$ cat src/rtl/dlc_pkg.sv
// Package with the shared constants, register map and helper functions of the door lock.
`timescale 1ns / 1ps
`default_nettype none
package dlc_pkg;

    localparam int CNT_W   = 16;
    localparam int CFG_W   = 16;
    localparam int CMP_W   = (CNT_W > CFG_W) ? CNT_W : CFG_W;
    localparam int UID_W   = 32;
    localparam int LEN_W   = 4;
    localparam int CNTS_W  = 2;
    localparam int ADDR_W  = 5;
    localparam int DATA_W  = 32;
    localparam int S_TDATA_W = 40;
    localparam int M_TDATA_W = 8;

    localparam logic [2:0] REG_DEBOUNCE   = 3'd0;
    localparam logic [2:0] REG_AUTO_CLOSE = 3'd1;
    localparam logic [2:0] REG_ANY_CARD   = 3'd2;
    localparam logic [2:0] REG_UID_FIRST  = 3'd3;
    localparam logic [2:0] REG_UID_SECOND = 3'd4;
    localparam logic [2:0] REG_UID_COUNT  = 3'd5;

    localparam logic [CFG_W-1:0]  DEBOUNCE_RST   = CFG_W'(40);
    localparam logic [CFG_W-1:0]  AUTO_CLOSE_RST = CFG_W'(5000);
    localparam logic [UID_W-1:0]  UID_FIRST_RST  = 32'h0102_0304;
    localparam logic [UID_W-1:0]  UID_SECOND_RST = 32'hDEAD_BEEF;
    localparam logic [CNTS_W-1:0] UID_COUNT_RST  = 2'd2;
    localparam logic [LEN_W-1:0]  UID_LEN_TABLE  = 4'd4;

    typedef struct packed {
        logic last;
        logic stable;
        logic [CNT_W-1:0] quiet;
    } deb_state_t;

    function automatic logic [CNT_W-1:0] sat_inc(input logic [CNT_W-1:0] v);
        return (v == {CNT_W{1'b1}}) ? v : v + CNT_W'(1);
    endfunction

endpackage
`default_nettype wire

$ cat src/rtl/door_lock_controller.sv
// Top level of the door lock: button debounce, card check, auto-close and the config port.
//
//   Channel   Direction  Width  Contents
//   s_*       in         40     one millisecond tick: buttons and card read
//   m_*       out        8      lock state and event flags after the tick
//   APB       in/out     32     six configuration registers at 4-byte steps
//
// Each tick is handled combinationally: the next state and the result are computed
// from s_tdata and the state registers and written into the result register.
// A new transaction is taken every cycle while the result register is empty or
// being drained, so a stall on m_* holds s_* only once the result register is full.
// Reset (aresetn low at a clock edge) restores the released, locked state and the
// default register values.
`timescale 1ns / 1ps
`default_nettype none
module door_lock_controller (
    input  wire logic                             aclk,
    input  wire logic                             aresetn,
    input  wire logic                             s_tvalid,
    output logic                                  s_tready,
    // [0] open_button_level, [1] close_button_level, [2] card_present,
    // [6:3] card_uid_length, [38:7] card_uid, [39] zero
    input  wire logic [dlc_pkg::S_TDATA_W-1:0]    s_tdata,
    output logic                                  m_tvalid,
    input  wire logic                             m_tready,
    // [0] door_open, [1] opened_by_button, [2] opened_by_card,
    // [3] closed_by_button, [4] closed_by_timeout, [5] card_rejected, [7:6] zero
    output logic [dlc_pkg::M_TDATA_W-1:0]         m_tdata,
    input  wire logic                             psel,
    input  wire logic                             penable,
    input  wire logic                             pwrite,
    input  wire logic [dlc_pkg::ADDR_W-1:0]       paddr,
    input  wire logic [dlc_pkg::DATA_W-1:0]       pwdata,
    output logic [dlc_pkg::DATA_W-1:0]            prdata,
    output logic                                  pready
);

    logic [dlc_pkg::CFG_W-1:0]  debounce_ticks_reg;
    logic [dlc_pkg::CFG_W-1:0]  auto_close_ticks_reg;
    logic                       accept_any_card_reg;
    logic [dlc_pkg::UID_W-1:0]  uid_first_reg;
    logic [dlc_pkg::UID_W-1:0]  uid_second_reg;
    logic [dlc_pkg::CNTS_W-1:0] uid_count_reg;

    dlc_pkg::deb_state_t open_deb_reg, open_deb_next;
    dlc_pkg::deb_state_t close_deb_reg, close_deb_next;
    logic                     lock_open_reg, lock_open_next;
    logic                     armed_reg, armed_next;
    logic [dlc_pkg::CNT_W-1:0] elapsed_reg, elapsed_next;

    logic                          m_tvalid_reg;
    logic [dlc_pkg::M_TDATA_W-1:0] m_tdata_reg, m_tdata_next;

    logic                      open_lvl, close_lvl, card_present;
    logic [dlc_pkg::LEN_W-1:0] card_len;
    logic [dlc_pkg::UID_W-1:0] card_uid;
    logic                      open_press, close_press;
    logic                      card_ok, by_card, rejected, timeout;
    logic                      s_accept, cfg_write;
    logic [dlc_pkg::CNT_W-1:0] elapsed_mid;

    assign open_lvl     = s_tdata[0];
    assign close_lvl    = s_tdata[1];
    assign card_present = s_tdata[2];
    assign card_len     = s_tdata[6:3];
    assign card_uid     = s_tdata[38:7];

    assign s_tready  = !m_tvalid_reg || m_tready;
    assign s_accept  = s_tvalid && s_tready;
    assign m_tvalid  = m_tvalid_reg;
    assign m_tdata   = m_tdata_reg;
    assign pready    = 1'b1;
    assign cfg_write = psel && penable && pwrite && pready;

    // Debounce: the quiet count restarts on any level change and must exceed the threshold.
    function automatic dlc_pkg::deb_state_t deb_next(input dlc_pkg::deb_state_t cur,
                                                     input logic level,
                                                     input logic [dlc_pkg::CFG_W-1:0] limit);
        dlc_pkg::deb_state_t nxt;
        nxt.last   = level;
        nxt.quiet  = (level != cur.last) ? '0 : dlc_pkg::sat_inc(cur.quiet);
        nxt.stable = cur.stable;
        if ((dlc_pkg::CMP_W'(nxt.quiet) > dlc_pkg::CMP_W'(limit)) && (level != cur.stable)) begin
            nxt.stable = level;
        end
        return nxt;
    endfunction

    always_comb begin
        open_deb_next  = deb_next(open_deb_reg, open_lvl, debounce_ticks_reg);
        close_deb_next = deb_next(close_deb_reg, close_lvl, debounce_ticks_reg);
        open_press  = (open_deb_next.stable != open_deb_reg.stable) && !open_lvl;
        close_press = (close_deb_next.stable != close_deb_reg.stable) && !close_lvl;

        card_ok = accept_any_card_reg ||
                  ((card_len == dlc_pkg::UID_LEN_TABLE) &&
                   (((uid_count_reg >= 2'd1) && (card_uid == uid_first_reg)) ||
                    ((uid_count_reg >= 2'd2) && (card_uid == uid_second_reg))));
        by_card  = card_present && card_ok;
        rejected = card_present && !card_ok;

        lock_open_next = lock_open_reg;
        armed_next     = armed_reg;
        if (open_press) begin
            lock_open_next = 1'b1;
            armed_next     = 1'b0;
        end
        if (close_press) begin
            lock_open_next = 1'b0;
            armed_next     = 1'b0;
        end
        elapsed_mid = elapsed_reg;
        if (by_card) begin
            lock_open_next = 1'b1;
            armed_next     = 1'b1;
            elapsed_mid    = '0;
        end

        elapsed_next = elapsed_mid;
        timeout      = 1'b0;
        if (armed_next && lock_open_next) begin
            if (!by_card) begin
                elapsed_next = dlc_pkg::sat_inc(elapsed_reg);
            end
            if (dlc_pkg::CMP_W'(elapsed_next) >= dlc_pkg::CMP_W'(auto_close_ticks_reg)) begin
                lock_open_next = 1'b0;
                armed_next     = 1'b0;
                timeout        = 1'b1;
            end
        end

        m_tdata_next = {2'b00, rejected, timeout, close_press, by_card, open_press,
                        lock_open_next};
    end

    always_ff @(posedge aclk) begin
        if (!aresetn) begin
            open_deb_reg  <= '{last: 1'b1, stable: 1'b1, quiet: '0};
            close_deb_reg <= '{last: 1'b1, stable: 1'b1, quiet: '0};
            lock_open_reg <= 1'b0;
            armed_reg     <= 1'b0;
            elapsed_reg   <= '0;
            m_tvalid_reg  <= 1'b0;
        end else begin
            if (s_accept) begin
                open_deb_reg  <= open_deb_next;
                close_deb_reg <= close_deb_next;
                lock_open_reg <= lock_open_next;
                armed_reg     <= armed_next;
                elapsed_reg   <= elapsed_next;
                m_tvalid_reg  <= 1'b1;
            end else if (m_tready) begin
                m_tvalid_reg  <= 1'b0;
            end
        end
    end

    always_ff @(posedge aclk) begin
        if (s_accept) begin
            m_tdata_reg <= m_tdata_next;
        end
    end

    always_ff @(posedge aclk) begin
        if (!aresetn) begin
            debounce_ticks_reg   <= dlc_pkg::DEBOUNCE_RST;
            auto_close_ticks_reg <= dlc_pkg::AUTO_CLOSE_RST;
            accept_any_card_reg  <= 1'b1;
            uid_first_reg        <= dlc_pkg::UID_FIRST_RST;
            uid_second_reg       <= dlc_pkg::UID_SECOND_RST;
            uid_count_reg        <= dlc_pkg::UID_COUNT_RST;
        end else if (cfg_write) begin
            case (paddr[4:2])
                dlc_pkg::REG_DEBOUNCE:   debounce_ticks_reg   <= pwdata[dlc_pkg::CFG_W-1:0];
                dlc_pkg::REG_AUTO_CLOSE: auto_close_ticks_reg <= pwdata[dlc_pkg::CFG_W-1:0];
                dlc_pkg::REG_ANY_CARD:   accept_any_card_reg  <= pwdata[0];
                dlc_pkg::REG_UID_FIRST:  uid_first_reg        <= pwdata;
                dlc_pkg::REG_UID_SECOND: uid_second_reg       <= pwdata;
                dlc_pkg::REG_UID_COUNT:  uid_count_reg        <= pwdata[dlc_pkg::CNTS_W-1:0];
                default: ;
            endcase
        end
    end

    always_comb begin
        case (paddr[4:2])
            dlc_pkg::REG_DEBOUNCE:   prdata = dlc_pkg::DATA_W'(debounce_ticks_reg);
            dlc_pkg::REG_AUTO_CLOSE: prdata = dlc_pkg::DATA_W'(auto_close_ticks_reg);
            dlc_pkg::REG_ANY_CARD:   prdata = dlc_pkg::DATA_W'(accept_any_card_reg);
            dlc_pkg::REG_UID_FIRST:  prdata = uid_first_reg;
            dlc_pkg::REG_UID_SECOND: prdata = uid_second_reg;
            dlc_pkg::REG_UID_COUNT:  prdata = dlc_pkg::DATA_W'(uid_count_reg);
            default:                 prdata = '0;
        endcase
    end

endmodule
`default_nettype wire

$ cat config.mk
export PLATFORM = sky130hd
export DESIGN_NAME = door_lock_controller
export DESIGN_NICKNAME = d
export VERILOG_FILES = /design/src/rtl/dlc_pkg.sv /design/src/rtl/door_lock_controller.sv
export SDC_FILE = /design/constraint.sdc
export NUM_CORES = 1
export LEC_CHECK = 0
export ABC_AREA = 1
export BUFFER_PORTS_ARGS = -buffer_cell sky130_fd_sc_hd__buf_4
export CAP_MARGIN = 10
export CORE_UTILIZATION = 55
export DETAILED_ROUTE_END_ITERATION = 16
export PLACE_DENSITY = 0.74
export SLEW_MARGIN = 20
export SYNTH_ARGS = -nofsm -noshare
export SYNTH_HDL_FRONTEND = slang
export SYNTH_SLANG_ARGS = --single-unit
$ cat constraint.sdc
create_clock -name aclk -period 7.55 [get_ports aclk]
set_input_delay 1.51 -clock aclk [delete_from_list [all_inputs] [get_ports aclk]]
set_output_delay 1.51 -clock aclk [all_outputs]
set_load 0.01 [all_outputs]
Word level (Yosys, flattened, before mapping)
Cells that the tools add are included.

storage, ports and cells
  RAM bits = 0
  output and inout bits = 43
  bits in latches = 0
  ROM bits = 0
  register bits after elaboration = 160
  logic and storage cells = 96
  memories kept = 0

cells by class
  equality and inequality tests = 17
  divide/modulo/power cells = 0
  reductions and logical operators = 28
  shifts and indexed selects = 0
  magnitude comparators = 5
  bitwise operators = 0
  add/subtract/negate cells = 3
  multiplexer cells = 25
  multiply operators = 0

operators by type and width
  operator               number
  $pmux 32 s6            1
  $mux 16                9
  $eq 32x32->1           2
  $add 16x1->16 const B  3
  $eq 16x16->1 const B   3
  $gt 16x16->1           2
  $ge 16x16->1           1
  $mux 1                 15
  $logic_and 1x1->1      13
  $reduce_and 2->1       6
  $eq 3x2->1 const B     2
  $eq 3x3->1 const B     2
  $ne 1x1->1             6
  $eq 4x3->1 const B     1
  $logic_not 1->1        4
  $eq 3x1->1 const B     1
  $logic_not 3->1        1
  $logic_or 1x1->1       3
  $ge 2x1->1 const B     1
  $ge 2x2->1 const B     1
  $reduce_bool 2->1      1

Longest topological paths before layout
  depth after elaboration = 16
  mapped depth = 30
  depth with buffers taken out = 30

Least setup slack after synthesis
Ideal clock, no wire load.

  path kind = input -> output
  from = input paddr[3] (netlist name)
  to = output prdata[10] (netlist name)
  stages on the path = 7
  setup slack = 3538 ps
  data arrival time = 2502 ps
  path buffers = 2
  path through = nor2_1 > nand2_1 > clkbuf_1 > inv_1 > clkbuf_1 > nand2_1 > o2111ai_1

between the ends
  word-level cells in the longest chain between the ends = 2
  elaborated cells on any way between the ends = 7
  classes of those cells = eq/ne (5); mux (1); reduce/logical (1)

ends and longest elaborated chain
  what                                RTL line                     RTL
  start, declared                     door_lock_controller.sv:32   input wire logic [dlc_pkg::ADDR_W-1:0] paddr,
  $eq 3x3->1 (tied with other cells)  door_lock_controller.sv:186  case (paddr[4:2])
  $pmux 32 s6 *                       door_lock_controller.sv:186
  end, declared                       door_lock_controller.sv:34   output logic [dlc_pkg::DATA_W-1:0] prdata,

Mark *: on every way between the ends. The rest lies on a longest branch, timed or not.

Final worst setup path
  from = input paddr[3] (netlist name)
  to = output prdata[4] (netlist name)

The elaborated chain is that of the path after synthesis.

==> results.py <==
metrics = {
    "worst_setup_path": {
        "crit_slowest_cell": "inv_1",
        "cp.buffers_inverters": 3,
        "critPathArrivalTime_ps": 3550,
        "reg2reg_depth": 22,
        "cp_top_family": "buffers and inverters",
        "r2r_slack_ps": 3390,
        "r2r-start": "open_deb_reg[0]",
        "crit_path_cell_trace": "buf_4 -> nor2_1 -> nand2_1 -> inv_1 -> nand2_1 -> o2111ai_1 -> buf_4",
        "worstSetupPathType": "input pin to output pin",
        "crit_required_ps": 6040,
        "reg2reg_to": "m_tdata[0]",
        "startpoint_type": "input pin",
        "cp-end-kind": "output pin",
        "cp_slowest_stage_delay_ps": 670,
        "critical_path_peak_fanout": 20,
    },
    "clock_network": {
        "clock_latency_ps": 440,
        "cts_max_path_buffers": 2,
        "cts_setup_buffers": 0,
        "cts_buffers": 17,
        "clk_pin_slew_ps": 60,
        "cts_tree": "built",
        "cts_resized": 0,
        "clock_sinks": 160,
        "cts-hold-fix-buffers": 0,
        "cts-root-buf": "clkbuf_16",
        "htreeDepth": 4,
    },
    "floorplan": {
        "std_cell_rows": 49,
        "die_w_um": 138,
        "core_region_area_um2": 18000,
        "initial_core_util": 0.565,
        "die_h_um": 138,
        "die_area_um2": 19100,
        "ios": 127,
    },
    "timing": {
        "slew_violations": 0,
        "min_period_over_period": 0.670,
        "finClkSkew_ps": 10.2,
        "setup_viol": 0,
        "fmax_mhz": 198,
        "period_minus_slack_ps": 5060,
        "slew_headroom": 0.256,
        "hold_viol_final": 0,
        "tightest_slew_ps": 1120,
        "rsz0062_at_grt": "no",
        "fin_setup_tns_ps": 0,
    },
    "logic_synthesis": {
        "syn_inst": 1508,
        "synth_cell_type_count": 56,
        "avgSynthCellArea_um2": 6.75,
        "ys_top_cells_by_area": "dfxtp_1, nand2_1, inv_1, o21ai_0, a21oi_1",
        "netlist_area_um2": 10200,
        "async_flop_share": 0,
        "yosysTopAreaCellShare": 0.303,
        "ys_seq_elements": 160,
        "yosysWarnings": 0,
        "synth_flop_cell": "dfxtp_1",
        "netlist.top_cell.by_area": "dfxtp_1",
        "synth-edff-count": 6,
        "yosysSeqAreaShare": 0.321,
    },
    "global_routing": {
        "grt_pass1_wl_um": 45900,
        "grt_max_degree": 112,
        "track_usage": 0.298,
        "overflow": 0,
        "antenna_found_initial": 0,
        "grt_pass1_vias": 9167,
    },
    "pwr": {
        "p_int_w": 0.00157,
        "p_sw_frac": 0.287,
        "ir_drop_mv": 0.262,
        "powerDensity_nw_per_um2": 188,
        "p_clk_frac": 0.429,
        "seqPwrFrac": 0.412,
        "pwr-share-comb": 0.159,
        "p_leak_nw": 5.69,
        "p_switching_w": 0.000633,
    },
    "hold_path": {
        "min_from": "elapsed_reg[12]",
        "min_delay_path_depth": 2,
        "holdPathEnd": "elapsed_reg[12]",
        "hp-class": "flop to flop",
    },
    "layout": {
        "syn2layout_area_growth_pct": 15.5,
        "postLayoutCellArea_um2": 11800,
        "drive_gt1_frac": 0.143,
        "layout.nets": 1727,
        "final_cells": 1834,
        "antennaDiodeCount": 0,
    },
    "placed_design": {
        "placedCellCount": 1802,
        "io_buffer_count": 120,
        "dpl.hpwl_um": 20500,
        "gp_congestion": 0.911,
        "dpl_cell_area_um2": 11100,
    },
    "drt": {
        "dr.pass1.iters": 6,
        "dr_total_vias": 10100,
        "vias_per_cell": 5.52,
        "drtIter0Drc": 755,
        "drt-total-wl_um": 28500,
        "antenna_left": 0,
        "drc": 0,
        "routedWlPerCell_um": 15.5,
    },
    "job": {
        "drv_cap": 0,
    },
    "status": {
        "status": "complete, no violations",
    },
}
[kinds of logic (layout without fill, tap and decap cells)]
kind of cell	Yosys count	after routing	synth area share
xor+xnor	55	55	0.0473
flops	160	160	0.321
fa+ha+maj	51	51	0.0627
buf+inv	294	390	0.115
compound gates	364	364	0.202
simple gates	582	582	0.252
other cells	2	3	0.000738
[metrics by stage]
stage	setup WS [ps]	utilization	total power [W]	hold slack, ps
floorplan	3540	-	0.00116	450
global placement	2520	0.617	0.00127	471
detailed placement	2450	0.617	0.00127	477
CTS	2540	0.652	0.00221	487
global route	2390	0.652	0.00229	507
finish	2490	0.652	0.00221	483
[worst reg2reg max path, delay by kind of cell (launching register included)]
| family | cells | cell delay [ps] |
|---|---|---|
| flip-flops | 1 | 390 |
| buffers and inverters | 5 | 320 |
| AO/OA/AOI/OAI | 2 | 610 |
| AND/OR/NAND/NOR | 13 | 2090 |
| adder cells (fa/ha/maj) | 2 | 510 |
[worst max path at each step]
stage,startpoint,end,slack [ps],cells past startpoint
2_1_floorplan,paddr[3],prdata[10],3540,7
3_3_place_gp,s_tdata[0],m_tdata[0],2520,19
3_5_place_dp,s_tdata[0],m_tdata[0],2450,15
4_1_cts,paddr[3],prdata[4],2540,7
5_1_grt,paddr[3],prdata[11],2390,7
6_report,paddr[3],prdata[4],2490,7
[area by class of cell]
class                   instances  area, um2
well taps                     229        287
fillers                      1654       6270
clock inverters                15        205
repair buffers                127        953
clock buffers                  17        425
flip-flops and latches        160       3260
multi-input cells            1055       5760
inverters                     231        868
[layout by cell type, fill, tap and decap left out, types with 4 or more instances in the layout]
cell and instances:
a21oi_1 139, nor3_2 8, a211oi_1 5, o21ai_1 12, xor2_1 30, o2111ai_1 13
clkbuf_16 17, nor3_1 16, bufinv_16 4, nand3_1 67, inv_1 208, dfxtp_1 154
xnor2_1 25, nor2_1 123, nand2_2 5, ha_1 51, o211ai_2 6, o211ai_1 19
nand2_1 323, nor4_1 5, buf_4 127, o22ai_1 4, nand4_1 9, inv_2 21
o21ai_0 147, nor2_2 9, edfxtp_1 6
[cells in the mapped netlist, types with 3 or more instances]
cell type  count
nand2_1      323
inv_1        209
dfxtp_1      154
o21ai_0      147
a21oi_1      139
nor2_1       124
nand3_1       67
ha_1          51
clkbuf_1      45
xor2_1        30
xnor2_1       25
inv_2         20
o211ai_1      19
nor3_1        16
o2111ai_1     13
o21ai_1       12
nand4_1        9
nor2_2         8
nor3_2         8
edfxtp_1       6
o211ai_2       6
a211oi_1       5
buf_2          5
buf_4          5
buf_6          5
nand2_2        5
nor4_1         5
o22ai_1        4
a22o_1         3
buf_1          3
nand2_4        3
nand3_4        3
[power groups by stage]
stage               registers [W]  logic [W]  clock network [W]
floorplan                0.000922   0.000234                  0
global placement         0.000926   0.000340                  0
detailed placement       0.000927   0.000348                  0
CTS                      0.000908   0.000350           0.000955
global route             0.000913   0.000392           0.000988
finish                   0.000909   0.000352           0.000947
[routing by layer]
| metal | up-vias | global-route usage | wire (um) |
|---|---|---|---|
| li1 | 5086 | - | - |
| met1 | 4634 | 0.402 | 12700 |
| met2 | 351 | 0.487 | 13400 |
| met3 | 50 | 0.0426 | 1770 |
| met4 | 0 | 0.105 | 673 |
| met5 | - | 0 | 0 |
(Power assumes the default switching activity.)
